<file path="src/hw/rtl/periodic_threshold_monitor_assert.svh">
// Assertion macros used by the monitor's top-level RTL file.
// Each macro expects signals named clk and arst_n in the calling scope.
`ifndef PERIODIC_THRESHOLD_MONITOR_ASSERT_SVH
`define PERIODIC_THRESHOLD_MONITOR_ASSERT_SVH

// The expression holds at every clock edge outside reset.
`define PTM_ASSERT_ALWAYS(label, expr) \
	label: assert property (@(posedge clk) disable iff (!arst_n) (expr)) \
		else $error("periodic threshold monitor: check failed");

// The consequence holds in the same cycle as the antecedent.
`define PTM_ASSERT_IMPLY(label, ante, cons) \
	label: assert property (@(posedge clk) disable iff (!arst_n) (ante) |-> (cons)) \
		else $error("periodic threshold monitor: check failed");

`endif

</file>
<file path="src/hw/rtl/ptm_pkg.sv">
// ---------------------------------------------------------------------------
// ptm_pkg
// Shared constants, codes and types of the periodic threshold monitor.
// ---------------------------------------------------------------------------
package ptm_pkg;

	// Sizing of the block.
	localparam int CHECKS   = 5;
	localparam int SENSORS  = 64;
	localparam int CHECK_AW = (CHECKS > 1) ? $clog2(CHECKS) : 1;
	localparam int SMP_AW   = 6;
	localparam int SMP_W    = 32;
	localparam int COUNT_W  = 20;
	localparam int SLEEP_W  = 10;
	localparam int CFG_IW   = 3;
	localparam int CFG_W    = 63;

	localparam logic [SLEEP_W-1:0] MAX_SLEEP = SLEEP_W'(1000);

	// Command codes.
	localparam logic [1:0] CMD_STORE   = 2'd0;
	localparam logic [1:0] CMD_PASS    = 2'd1;
	localparam logic [1:0] CMD_RESTART = 2'd2;

	// Comparison codes.
	localparam logic [1:0] CMP_LT = 2'd0;
	localparam logic [1:0] CMP_GT = 2'd1;
	localparam logic [1:0] CMP_EQ = 2'd2;

	// Action code that never produces a record.
	localparam logic [1:0] ACT_UNUSED = 2'd3;

	// Record kinds.
	localparam logic REC_ACTION  = 1'b0;
	localparam logic REC_SUMMARY = 1'b1;

	// One check register, most significant field first.
	typedef struct packed {
		logic signed [SMP_W-1:0] threshold;
		logic [COUNT_W-1:0]      period;
		logic [SMP_AW-1:0]       sensor;
		logic [1:0]              action;
		logic [1:0]              cmp;
		logic                    active;
	} cfg_t;

	// Access to the countdown memory.
	typedef struct packed {
		logic                re;
		logic [CHECK_AW-1:0] raddr;
		logic                we;
		logic [CHECK_AW-1:0] waddr;
		logic [COUNT_W-1:0]  wdata;
	} cnt_req_t;

	// Access to the sample memory.
	typedef struct packed {
		logic                re;
		logic [SMP_AW-1:0]   raddr;
		logic                we;
		logic [SMP_AW-1:0]   waddr;
		logic [SMP_W-1:0]    wdata;
	} smp_req_t;

endpackage

</file>
<file path="src/hw/rtl/ptm_if.sv">
// ---------------------------------------------------------------------------
// ptm_if
// Valid/ready channels of the monitor: command words in, record words out.
// ---------------------------------------------------------------------------

// Command channel.
interface ptm_cmd_if;
	logic               valid;
	logic               ready;
	logic [1:0]         command;
	logic [5:0]         sensor_index;
	logic signed [31:0] sensor_value;

	modport source(output valid, command, sensor_index, sensor_value, input ready);
	modport sink(input valid, command, sensor_index, sensor_value, output ready);
endinterface

// Record channel.
interface ptm_rec_if;
	logic       valid;
	logic       ready;
	logic       record_kind;
	logic [2:0] check_number;
	logic [1:0] action_code;
	logic [9:0] next_sleep;
	logic       last;

	modport source(output valid, record_kind, check_number, action_code, next_sleep, last,
		input ready);
	modport sink(input valid, record_kind, check_number, action_code, next_sleep, last,
		output ready);
endinterface

</file>
<file path="src/hw/rtl/periodic_threshold_monitor.sv">
// ---------------------------------------------------------------------------
// periodic_threshold_monitor
// Fault monitor over five configured threshold checks with countdowns.
// ---------------------------------------------------------------------------
// Usage:
// The cmd channel takes one command word at a time: store a sensor sample,
// run a pass, or restart all countdowns. Check registers are to be written
// through cfg_we / cfg_index / cfg_data while the block is idle; it is not enforced.
// A store leaves cmd.ready high, so the next word can follow in the next
// cycle. A restart holds cmd.ready low while it visits the checks in turn,
// since each countdown is written through the single write port of its memory.
// A pass visits the checks in order: an active check takes a read step
// (read countdown and sample) and then an evaluate step (evaluate and write
// back), an inactive check only the read step, and a summary step follows;
// cmd.ready is low throughout and the summary word appears as it rises again.
// Each triggered action appears as a word on the rec channel, and the pass
// ends with a summary word carrying next_sleep and last.
// Each record is visible once loaded into the output register. When rec is
// stalled, the output register holds its word and the pass waits at the
// next record; cmd.ready stays low until the pass has issued its summary.
// Reset clears the check registers, countdowns, sleep time and all samples;
// the block is ready in the first cycle after reset.
// ---------------------------------------------------------------------------
`include "periodic_threshold_monitor_assert.svh"

module periodic_threshold_monitor (
	input  logic                         clk,
	input  logic                         arst_n,
	ptm_cmd_if.sink                      cmd,
	ptm_rec_if.source                    rec,
	input  logic                         cfg_we,
	input  logic [ptm_pkg::CFG_IW-1:0]   cfg_index,
	input  logic [ptm_pkg::CFG_W-1:0]    cfg_data
);

	ptm_pkg::cnt_req_t             cnt_req;
	ptm_pkg::smp_req_t             smp_req;
	logic [ptm_pkg::COUNT_W-1:0]   cnt_rdata;
	logic [ptm_pkg::SMP_W-1:0]     smp_rdata;

	// Countdown store.
	ptm_cnt_mem u_cnt_mem (
		.clk    (clk),
		.arst_n (arst_n),
		.req    (cnt_req),
		.rdata  (cnt_rdata)
	);

	// Sample store.
	ptm_smp_mem u_smp_mem (
		.clk    (clk),
		.arst_n (arst_n),
		.req    (smp_req),
		.rdata  (smp_rdata)
	);

	// Command sequencer and output register.
	ptm_seq u_seq (
		.clk       (clk),
		.arst_n    (arst_n),
		.cfg_we    (cfg_we),
		.cfg_index (cfg_index),
		.cfg_data  (cfg_data),
		.cmd       (cmd),
		.rec       (rec),
		.cnt_req   (cnt_req),
		.cnt_rdata (cnt_rdata),
		.smp_req   (smp_req),
		.smp_rdata (smp_rdata)
	);

	// Countdowns change only while a pass or restart is in progress.
	`PTM_ASSERT_IMPLY(a_idle_no_cnt_write, cmd.ready, !cnt_req.we)
	// Read and write-back of the countdown memory never share a cycle.
	`PTM_ASSERT_ALWAYS(a_cnt_no_overlap, !(cnt_req.we && cnt_req.re))
	// Samples are written only by an accepted store command.
	`PTM_ASSERT_IMPLY(a_smp_write_on_accept, smp_req.we, cmd.valid && cmd.ready)
	// Action words never close a pass.
	`PTM_ASSERT_IMPLY(a_action_not_last,
		rec.valid && (rec.record_kind == ptm_pkg::REC_ACTION), !rec.last)

endmodule

</file>
<file path="src/hw/rtl/ptm_cnt_mem.sv">
// ---------------------------------------------------------------------------
// ptm_cnt_mem
// Countdown memory: one write and one read port, registered read data.
// Entries never written since reset read as zero.
// ---------------------------------------------------------------------------
module ptm_cnt_mem (
	input  logic                           clk,
	input  logic                           arst_n,
	input  ptm_pkg::cnt_req_t              req,
	output logic [ptm_pkg::COUNT_W-1:0]    rdata
);

	logic [ptm_pkg::COUNT_W-1:0] mem [ptm_pkg::CHECKS];
	logic [ptm_pkg::CHECKS-1:0]  valid_q;
	logic [ptm_pkg::COUNT_W-1:0] rdata_q;
	logic                        rvld_q;

	// Storage array and registered read.
	always_ff @(posedge clk) begin
		if (req.we) begin
			mem[req.waddr] <= req.wdata;
		end
		if (req.re) begin
			rdata_q <= mem[req.raddr];
		end
	end

	// Written flags, cleared at reset.
	always_ff @(posedge clk or negedge arst_n) begin
		if (!arst_n) begin
			valid_q <= '0;
			rvld_q  <= 1'b0;
		end else begin
			if (req.we) begin
				valid_q[req.waddr] <= 1'b1;
			end
			if (req.re) begin
				rvld_q <= valid_q[req.raddr];
			end
		end
	end

	assign rdata = rvld_q ? rdata_q : '0;

endmodule

</file>
<file path="src/hw/rtl/ptm_smp_mem.sv">
// ---------------------------------------------------------------------------
// ptm_smp_mem
// Sensor sample memory: one write and one read port, registered read data.
// Slots never written, and slots beyond the sensor count, read as zero.
// ---------------------------------------------------------------------------
module ptm_smp_mem (
	input  logic                         clk,
	input  logic                         arst_n,
	input  ptm_pkg::smp_req_t            req,
	output logic [ptm_pkg::SMP_W-1:0]    rdata
);

	logic [ptm_pkg::SMP_W-1:0] mem [ptm_pkg::SENSORS];
	logic [ptm_pkg::SENSORS-1:0] valid_q;
	logic [ptm_pkg::SMP_W-1:0] rdata_q;
	logic                      rvld_q;
	logic                      wr_in_range;
	logic                      rd_in_range;

	assign wr_in_range = int'(req.waddr) < ptm_pkg::SENSORS;
	assign rd_in_range = int'(req.raddr) < ptm_pkg::SENSORS;

	// Storage array and registered read.
	always_ff @(posedge clk) begin
		if (req.we && wr_in_range) begin
			mem[req.waddr] <= req.wdata;
		end
		if (req.re) begin
			rdata_q <= mem[req.raddr];
		end
	end

	// Written flags, cleared at reset.
	always_ff @(posedge clk or negedge arst_n) begin
		if (!arst_n) begin
			valid_q <= '0;
			rvld_q  <= 1'b0;
		end else begin
			if (req.we && wr_in_range) begin
				valid_q[req.waddr] <= 1'b1;
			end
			if (req.re) begin
				rvld_q <= rd_in_range && valid_q[req.raddr];
			end
		end
	end

	assign rdata = rvld_q ? rdata_q : '0;

endmodule

</file>
<file path="src/hw/rtl/ptm_seq.sv">
// ---------------------------------------------------------------------------
// ptm_seq
// Command sequencer: holds the check registers, reads each check of a pass,
// evaluates the active ones and drives the record output register.
// ---------------------------------------------------------------------------
module ptm_seq (
	input  logic                            clk,
	input  logic                            arst_n,
	input  logic                            cfg_we,
	input  logic [ptm_pkg::CFG_IW-1:0]      cfg_index,
	input  logic [ptm_pkg::CFG_W-1:0]       cfg_data,
	ptm_cmd_if.sink                         cmd,
	ptm_rec_if.source                       rec,
	output ptm_pkg::cnt_req_t               cnt_req,
	input  logic [ptm_pkg::COUNT_W-1:0]     cnt_rdata,
	output ptm_pkg::smp_req_t               smp_req,
	input  logic [ptm_pkg::SMP_W-1:0]       smp_rdata
);

	localparam logic [2:0] ST_IDLE    = 3'd0;
	localparam logic [2:0] ST_READ    = 3'd1;
	localparam logic [2:0] ST_EVAL    = 3'd2;
	localparam logic [2:0] ST_SUM     = 3'd3;
	localparam logic [2:0] ST_RESTART = 3'd4;

	logic [2:0]                      state_q;
	logic [ptm_pkg::CHECK_AW-1:0]    k_q;
	logic [ptm_pkg::SLEEP_W-1:0]     sleep_q;
	logic [ptm_pkg::SLEEP_W-1:0]     min_q;
	ptm_pkg::cfg_t                   cfg_q [ptm_pkg::CHECKS];
	ptm_pkg::cfg_t                   cur;

	logic                            ovalid_q;
	logic                            okind_q;
	logic [2:0]                      onum_q;
	logic [1:0]                      oact_q;
	logic [ptm_pkg::SLEEP_W-1:0]     osleep_q;
	logic                            olast_q;

	logic                            accept;
	logic                            can_emit;
	logic                            last_chk;
	logic [ptm_pkg::COUNT_W-1:0]     rc_sub;
	logic                            due;
	logic [ptm_pkg::COUNT_W-1:0]     new_cnt;
	logic                            cand_ok;
	logic                            hit;
	logic                            emit;
	logic                            stall;
	logic                            load_act;
	logic                            load_sum;

	assign accept   = cmd.valid && cmd.ready;
	assign cmd.ready = (state_q == ST_IDLE);
	assign can_emit = !ovalid_q || rec.ready;
	assign last_chk = (k_q == ptm_pkg::CHECK_AW'(ptm_pkg::CHECKS - 1));
	assign cur      = cfg_q[k_q];

	// Check registers.
	always_ff @(posedge clk or negedge arst_n) begin
		if (!arst_n) begin
			for (int i = 0; i < ptm_pkg::CHECKS; i++) begin
				cfg_q[i] <= '0;
			end
		end else if (cfg_we && (int'(cfg_index) < ptm_pkg::CHECKS)) begin
			cfg_q[cfg_index[ptm_pkg::CHECK_AW-1:0]] <= ptm_pkg::cfg_t'(cfg_data);
		end
	end

	// Evaluation of the check whose countdown and sample were just read.
	always_comb begin
		rc_sub  = (cnt_rdata > ptm_pkg::COUNT_W'(sleep_q))
			? cnt_rdata - ptm_pkg::COUNT_W'(sleep_q) : '0;
		due     = (rc_sub == '0);
		new_cnt = due ? cur.period : rc_sub;
		cand_ok = (new_cnt != '0) && (new_cnt < ptm_pkg::COUNT_W'(min_q));
		case (cur.cmp)
			ptm_pkg::CMP_LT: hit = $signed(smp_rdata) < cur.threshold;
			ptm_pkg::CMP_GT: hit = $signed(smp_rdata) > cur.threshold;
			ptm_pkg::CMP_EQ: hit = $signed(smp_rdata) == cur.threshold;
			default:         hit = 1'b0;
		endcase
		emit  = due && hit && (cur.action != ptm_pkg::ACT_UNUSED);
		stall = emit && !can_emit;
	end

	assign load_act = (state_q == ST_EVAL) && emit && can_emit;
	assign load_sum = (state_q == ST_SUM) && can_emit;

	// Memory accesses of the current step.
	always_comb begin
		cnt_req = '0;
		smp_req = '0;
		if (accept && (cmd.command == ptm_pkg::CMD_STORE)) begin
			smp_req.we    = 1'b1;
			smp_req.waddr = cmd.sensor_index;
			smp_req.wdata = cmd.sensor_value;
		end
		if ((state_q == ST_READ) && cur.active) begin
			cnt_req.re    = 1'b1;
			cnt_req.raddr = k_q;
			smp_req.re    = 1'b1;
			smp_req.raddr = cur.sensor;
		end
		if ((state_q == ST_EVAL) && !stall) begin
			cnt_req.we    = 1'b1;
			cnt_req.waddr = k_q;
			cnt_req.wdata = new_cnt;
		end
		if (state_q == ST_RESTART) begin
			cnt_req.we    = 1'b1;
			cnt_req.waddr = k_q;
			cnt_req.wdata = cur.period;
		end
	end

	// Sequencer state.
	always_ff @(posedge clk or negedge arst_n) begin
		if (!arst_n) begin
			state_q <= ST_IDLE;
			k_q     <= '0;
			sleep_q <= '0;
			min_q   <= '0;
		end else begin
			unique case (state_q)
				ST_IDLE: begin
					if (accept) begin
						case (cmd.command)
							ptm_pkg::CMD_PASS: begin
								k_q     <= '0;
								min_q   <= ptm_pkg::MAX_SLEEP;
								state_q <= ST_READ;
							end
							ptm_pkg::CMD_RESTART: begin
								k_q     <= '0;
								sleep_q <= '0;
								state_q <= ST_RESTART;
							end
							default: ;
						endcase
					end
				end
				ST_READ: begin
					if (cur.active) begin
						state_q <= ST_EVAL;
					end else if (last_chk) begin
						state_q <= ST_SUM;
					end else begin
						k_q <= k_q + ptm_pkg::CHECK_AW'(1);
					end
				end
				ST_EVAL: begin
					if (!stall) begin
						if (cand_ok) begin
							min_q <= new_cnt[ptm_pkg::SLEEP_W-1:0];
						end
						if (last_chk) begin
							state_q <= ST_SUM;
						end else begin
							k_q     <= k_q + ptm_pkg::CHECK_AW'(1);
							state_q <= ST_READ;
						end
					end
				end
				ST_SUM: begin
					if (can_emit) begin
						sleep_q <= min_q;
						state_q <= ST_IDLE;
					end
				end
				ST_RESTART: begin
					if (last_chk) begin
						state_q <= ST_IDLE;
					end else begin
						k_q <= k_q + ptm_pkg::CHECK_AW'(1);
					end
				end
				default: state_q <= ST_IDLE;
			endcase
		end
	end

	// Output word valid flag.
	always_ff @(posedge clk or negedge arst_n) begin
		if (!arst_n) begin
			ovalid_q <= 1'b0;
		end else if (load_act || load_sum) begin
			ovalid_q <= 1'b1;
		end else if (rec.ready) begin
			ovalid_q <= 1'b0;
		end
	end

	// Output word payload.
	always_ff @(posedge clk) begin
		if (load_act) begin
			okind_q  <= ptm_pkg::REC_ACTION;
			onum_q   <= 3'(k_q);
			oact_q   <= cur.action;
			osleep_q <= '0;
			olast_q  <= 1'b0;
		end else if (load_sum) begin
			okind_q  <= ptm_pkg::REC_SUMMARY;
			onum_q   <= '0;
			oact_q   <= '0;
			osleep_q <= min_q;
			olast_q  <= 1'b1;
		end
	end

	assign rec.valid        = ovalid_q;
	assign rec.record_kind  = okind_q;
	assign rec.check_number = onum_q;
	assign rec.action_code  = oact_q;
	assign rec.next_sleep   = osleep_q;
	assign rec.last         = olast_q;

endmodule

</file>
<file path="src/flat_wrapper.sv">
// flat-port wrapper written by rule: the top's interface ports become plain ports
module periodic_threshold_monitor_flat 
  (clk, arst_n, cfg_we, cfg_index, cfg_data, cmd_valid, cmd_command, cmd_sensor_index, cmd_sensor_value, cmd_ready, rec_valid, rec_record_kind, rec_check_number, rec_action_code, rec_next_sleep, rec_last, rec_ready);
  ptm_cmd_if cmd_i ();
  ptm_rec_if rec_i ();
  input  logic clk;
  input  logic arst_n;
  input  logic cfg_we;
  input  logic [ptm_pkg::CFG_IW-1:0] cfg_index;
  input  logic [ptm_pkg::CFG_W-1:0] cfg_data;
  input wire logic [$bits(cmd_i.valid)-1:0] cmd_valid;
  input wire logic [$bits(cmd_i.command)-1:0] cmd_command;
  input wire logic [$bits(cmd_i.sensor_index)-1:0] cmd_sensor_index;
  input wire logic [$bits(cmd_i.sensor_value)-1:0] cmd_sensor_value;
  output wire logic [$bits(cmd_i.ready)-1:0] cmd_ready;
  output wire logic [$bits(rec_i.valid)-1:0] rec_valid;
  output wire logic [$bits(rec_i.record_kind)-1:0] rec_record_kind;
  output wire logic [$bits(rec_i.check_number)-1:0] rec_check_number;
  output wire logic [$bits(rec_i.action_code)-1:0] rec_action_code;
  output wire logic [$bits(rec_i.next_sleep)-1:0] rec_next_sleep;
  output wire logic [$bits(rec_i.last)-1:0] rec_last;
  input wire logic [$bits(rec_i.ready)-1:0] rec_ready;
  assign cmd_i.valid = cmd_valid;
  assign cmd_i.command = cmd_command;
  assign cmd_i.sensor_index = cmd_sensor_index;
  assign cmd_i.sensor_value = cmd_sensor_value;
  assign cmd_ready = cmd_i.ready;
  assign rec_valid = rec_i.valid;
  assign rec_record_kind = rec_i.record_kind;
  assign rec_check_number = rec_i.check_number;
  assign rec_action_code = rec_i.action_code;
  assign rec_next_sleep = rec_i.next_sleep;
  assign rec_last = rec_i.last;
  assign rec_i.ready = rec_ready;
  periodic_threshold_monitor u_core (.clk(clk), .arst_n(arst_n), .cmd(cmd_i), .rec(rec_i), .cfg_we(cfg_we), .cfg_index(cfg_index), .cfg_data(cfg_data));
endmodule
</file>
<file path="config.mk">
export PLATFORM = sky130hd
export DESIGN_NAME = periodic_threshold_monitor_flat
export DESIGN_NICKNAME = d
export VERILOG_FILES = /design/src/hw/rtl/ptm_pkg.sv /design/src/hw/rtl/ptm_if.sv /design/src/hw/rtl/periodic_threshold_monitor.sv /design/src/hw/rtl/ptm_cnt_mem.sv /design/src/hw/rtl/ptm_smp_mem.sv /design/src/hw/rtl/ptm_seq.sv /design/src/flat_wrapper.sv
export VERILOG_INCLUDE_DIRS = /design/src /design/src/hw/rtl
export SDC_FILE = /design/constraint.sdc
export NUM_CORES = 2
export LEC_CHECK = 0
export BUFFER_PORTS_ARGS = -buffer_cell sky130_fd_sc_hd__buf_2
export CELL_PAD_IN_SITES_DETAIL_PLACEMENT = 1
export CELL_PAD_IN_SITES_GLOBAL_PLACEMENT = 2
export CORE_ASPECT_RATIO = 0.7
export CORE_UTILIZATION = 49
export CTS_BUF_LIST = sky130_fd_sc_hd__clkbuf_8 sky130_fd_sc_hd__clkbuf_16
export DETAILED_ROUTE_END_ITERATION = 7
export MAX_ROUTING_LAYER = met4
export PLACE_DENSITY = 0.95
export SETUP_SLACK_MARGIN = 0.3
export SYNTH_ARGS = -nofsm -noshare
export SYNTH_HDL_FRONTEND = slang
export SYNTH_SLANG_ARGS = --single-unit
</file>
<file path="constraint.sdc">
create_clock -name clk -period 13.1 [get_ports clk]
set_input_delay 1.31 -clock clk [delete_from_list [all_inputs] [get_ports clk]]
set_output_delay 1.31 -clock clk [all_outputs]
set_load 0.01 [all_outputs]
</file>
==> impl_metrics.py <==
metrics = {
    "timing": {
        "finalHoldWorstSlack_ps": 459,
        "maxSlewViolCount": 3,
        "rsz0062_at_grt": "no",
        "fin_crit_ps": 8000,
        "tightest_slew_ps": 1520,
        "setup-violations-final": 0,
        "period_share": 0.611,
        "fin_tns_setup_ps": 0,
        "relSlewSlack": -0.0160,
        "final-hold-violation-count": 0,
        "fmax_ghz": 0.125,
        "worst_clock_skew_ps": 47.1,
    },
    "global_route": {
        "first_global_vias": 78200,
        "grt_pass1_wl_um": 533000,
        "antenna_found_initial": 32,
        "globalRouteOverflowTotal": 0,
        "grt_max_degree": 163,
        "grtUsageTotal": 0.334,
    },
    "outcome": {
        "status": "complete, but fails checks",
        "violations": "max-capacitance violations, max-slew violations",
    },
    "power": {
        "leakagePower_uw": 0.0393,
        "worst_ir_drop_vdd_mv": 0.235,
        "pwr_density_cell_nw_per_um2": 206,
    },
    "cells_and_area": {
        "final_layout_size_suffix_gt1_frac": 0.147,
        "finalNetCount": 8290,
        "synthToLayoutAreaGrowth_pct": 10.5,
    },
    "synth": {
        "syn_nets": 8357,
        "synth_cell_types": 79,
        "synth-edff-count": 2205,
        "synthTopCellsByArea": "edfxtp_1 61%, dfrtp_1 9.5%, nand2_1 4.1%, mux2_2 3.5%, nor3_1 3.1%",
        "post-synth-top-count-cell": "edfxtp_1",
        "avgSynthCellArea_um2": 13.3,
        "ys_seq_elements": 2629,
        "yosysTopAreaCell": "edfxtp_1",
        "synth_ff_type": "edfxtp_1",
        "ys_top_cells_by_count": "2205 x edfxtp_1, 1194 x nand2_1, 671 x nor3_1",
        "synth-async-reset-ratio": 0.157,
        "synthesis.area_um2": 109000,
        "yosysTopAreaCellShare": 0.610,
        "syn_inst": 8189,
        "synth_warnings": 0,
        "ys_seq_area_frac": 0.707,
    },
    "cts": {
        "cts_buffers": 238,
        "cts_setup_buffers": 0,
        "cts_tree": "built",
        "cts_sinks": 2629,
        "clkLatencyLatePin_ps": 900,
        "clk_path_buf_depth": 4,
        "cts_hold_buf": 0,
        "cts_resized": 0,
        "path_clk_slew_ps": 70,
        "cts-root-buf": "clkbuf_16",
        "htreeDepth": 4,
    },
    "critical_path": {
        "worst_ep_arrival_time_ps": 8490,
        "worstPathMaxFanout": 47,
        "slowest_stage": "nor2_2",
        "cpPeakStageDelay_ps": 1020,
        "worst-setup-path-type": "register to register",
        "required_ps": 13590,
        "cp-end-kind": "register",
        "path_cells": "buf_4 > buf_4 > mux4_2 > a22oi_1 > ha_1 > nand4_1 > nor4_1 > a31oi_1 > a31oi_1 > o211a_1 > o32ai_1 > and2_1 > a21oi_1 > o21ai_1 > nor2_2",
        "startpoint_type": "register",
    },
    "route": {
        "wl_met3_um": 44600,
        "ant_nets": 0,
        "initialDrtViolationCount": 11400,
        "drcViolationCount": 0,
        "avgRoutedWirePerCell_um": 32.6,
        "wl_met1_um": 142000,
        "route.vias.total": 76200,
        "routed_wl_um": 367000,
        "highest_layer": "met4",
        "via_per_inst": 6.77,
        "dr.pass1.iters": 6,
        "dr_wl_met2_um": 166000,
    },
    "die": {
        "dieArea_um2": 223000,
        "core_um2": 220000,
        "io_pins": 130,
        "fp.dieW_um": 565,
        "die_h_um": 396,
        "start_util": 0.493,
        "num_rows": 144,
    },
    "placement": {
        "portBuffers": 129,
        "routabilityCongestion": 0.893,
        "dp_hpwl_um": 206000,
    },
    "hold_path": {
        "hold_class": "register to register",
    },
    "job": {
        "drv_cap": 1,
    },
}
registers in the layout, summed over array words and instances, names as in the netlist, 2 cells and up:
| name | cells |
|---|---|
| u_core.u_smp_mem.mem | 2048 |
| u_core.u_seq.cfg_q | 315 |
| u_core.u_cnt_mem.mem | 100 |
| u_core.u_smp_mem.valid_q | 64 |
| u_core.u_smp_mem.rdata_q | 32 |
| u_core.u_cnt_mem.rdata_q | 20 |
| u_core.u_seq.min_q | 10 |
| u_core.u_seq.rec.next_sleep | 10 |
| u_core.u_seq.sleep_q | 10 |
| u_core.u_cnt_mem.valid_q | 5 |
| u_core.u_seq.k_q | 3 |
| u_core.u_seq.rec.check_number | 3 |
| u_core.u_seq.state_q | 3 |
| u_core.u_seq.rec.action_code | 2 |
stage by stage:
stage                     area [um^2]   util  setup WS [ps]  total power (uW)  instances
after floorplan                109000      -           6420             14700       8189
after global placement         113000  0.512           5570             17400      10800
after CTS                      120000  0.545           5280             24400      11200
final                          120000  0.545           5100             24700      11300
after detailed placement       113000  0.512           5340             17800      10800
after global routing           120000  0.545           4770             25400      11300
area by class of cell:
class	instances	area [um^2]
multi-input combinational	4901	30000
clock inverter	190	1020
inverter	37	140
clock buffer	248	6150
timing repair buffer	315	2230
tap	2920	3650
sequential	2629	76800
antenna	21	52.6
fill	21400	100000
power breakdown:
| part | internal (uW) | switching (uW) |
|---|---|---|
| Clock | 3510 | 3160 |
| Combinational | 2230 | 5940 |
| Sequential | 9550 | 332 |
| Total | 15300 | 9430 |
routing by layer:
metal  up-vias  track usage
li1      30900            -
met5         -            -
met1     39400        0.452
met3       850       0.0802
met4         0        0.124
met2      5111        0.490
path summary, 6_finish.rpt:
check                                                                  from                                     endpoint  slack (ps)  cells after the start
worst max-delay path                        u_core.u_seq.k_q[0]$_DFFE_PN0P_         u_core.u_cnt_mem.mem[2][9]$_DFFE_PP_        5100                     15
worst min-delay path            u_core.u_seq.rec.next_sleep[0]$_SDFFE_PP0P_  u_core.u_seq.rec.next_sleep[0]$_SDFFE_PP0P_         460                      2
worst max register to register              u_core.u_seq.k_q[0]$_DFFE_PN0P_         u_core.u_cnt_mem.mem[2][9]$_DFFE_PP_        5100                     15
worst min register to register  u_core.u_seq.rec.next_sleep[0]$_SDFFE_PP0P_  u_core.u_seq.rec.next_sleep[0]$_SDFFE_PP0P_         460                      2
max in group asynchronous                                            arst_n              u_core.u_seq.k_q[1]$_DFFE_PN0P_        9750                      3
min in group asynchronous                                            arst_n          u_core.u_seq.cfg_q[303]$_DFFE_PN0P_         520                      1
worst max-delay path, delay by kind of cell, from the launching register on:
| family | cells | cell delay [ps] |
|---|---|---|
| multiplexers | 1 | 600 |
| flip-flops | 1 | 850 |
| buffers and inverters | 2 | 1130 |
| AND/OR/NAND/NOR | 4 | 2030 |
| adder cells (fa/ha/maj) | 1 | 210 |
| AO/OA/AOI/OAI | 7 | 2670 |
cells by family after synthesis:
kind of cell	Yosys count	synth area share
XOR/XNOR	6	0.000484
buffers and inverters	659	0.0230
AO/OA/AOI/OAI	1185	0.0796
flip-flops	2629	0.707
adder cells (fa/ha/maj)	57	0.00664
multiplexers	418	0.0478
AND/OR/NAND/NOR	3235	0.135
layout by cell type (no fill, tap or decap), drive strengths merged, types with 21 or more instances in the layout:
master,count
o22ai,94
diode,21
dfrtp,413
clkinv,111
nor3,672
mux4,46
buf,315
o21ai,98
edfxtp,2205
o211ai,141
or3,144
or2,70
nand2,1195
o31ai,133
a21oi,182
ha,56
mux2,340
nand3,325
and3,139
clkbuf,248
and2,82
inv,104
a22oi,46
o311ai,132
a311oi,262
nor2,541
mux2i,32
No activity file was read; power rests on OpenSTA's default activity.
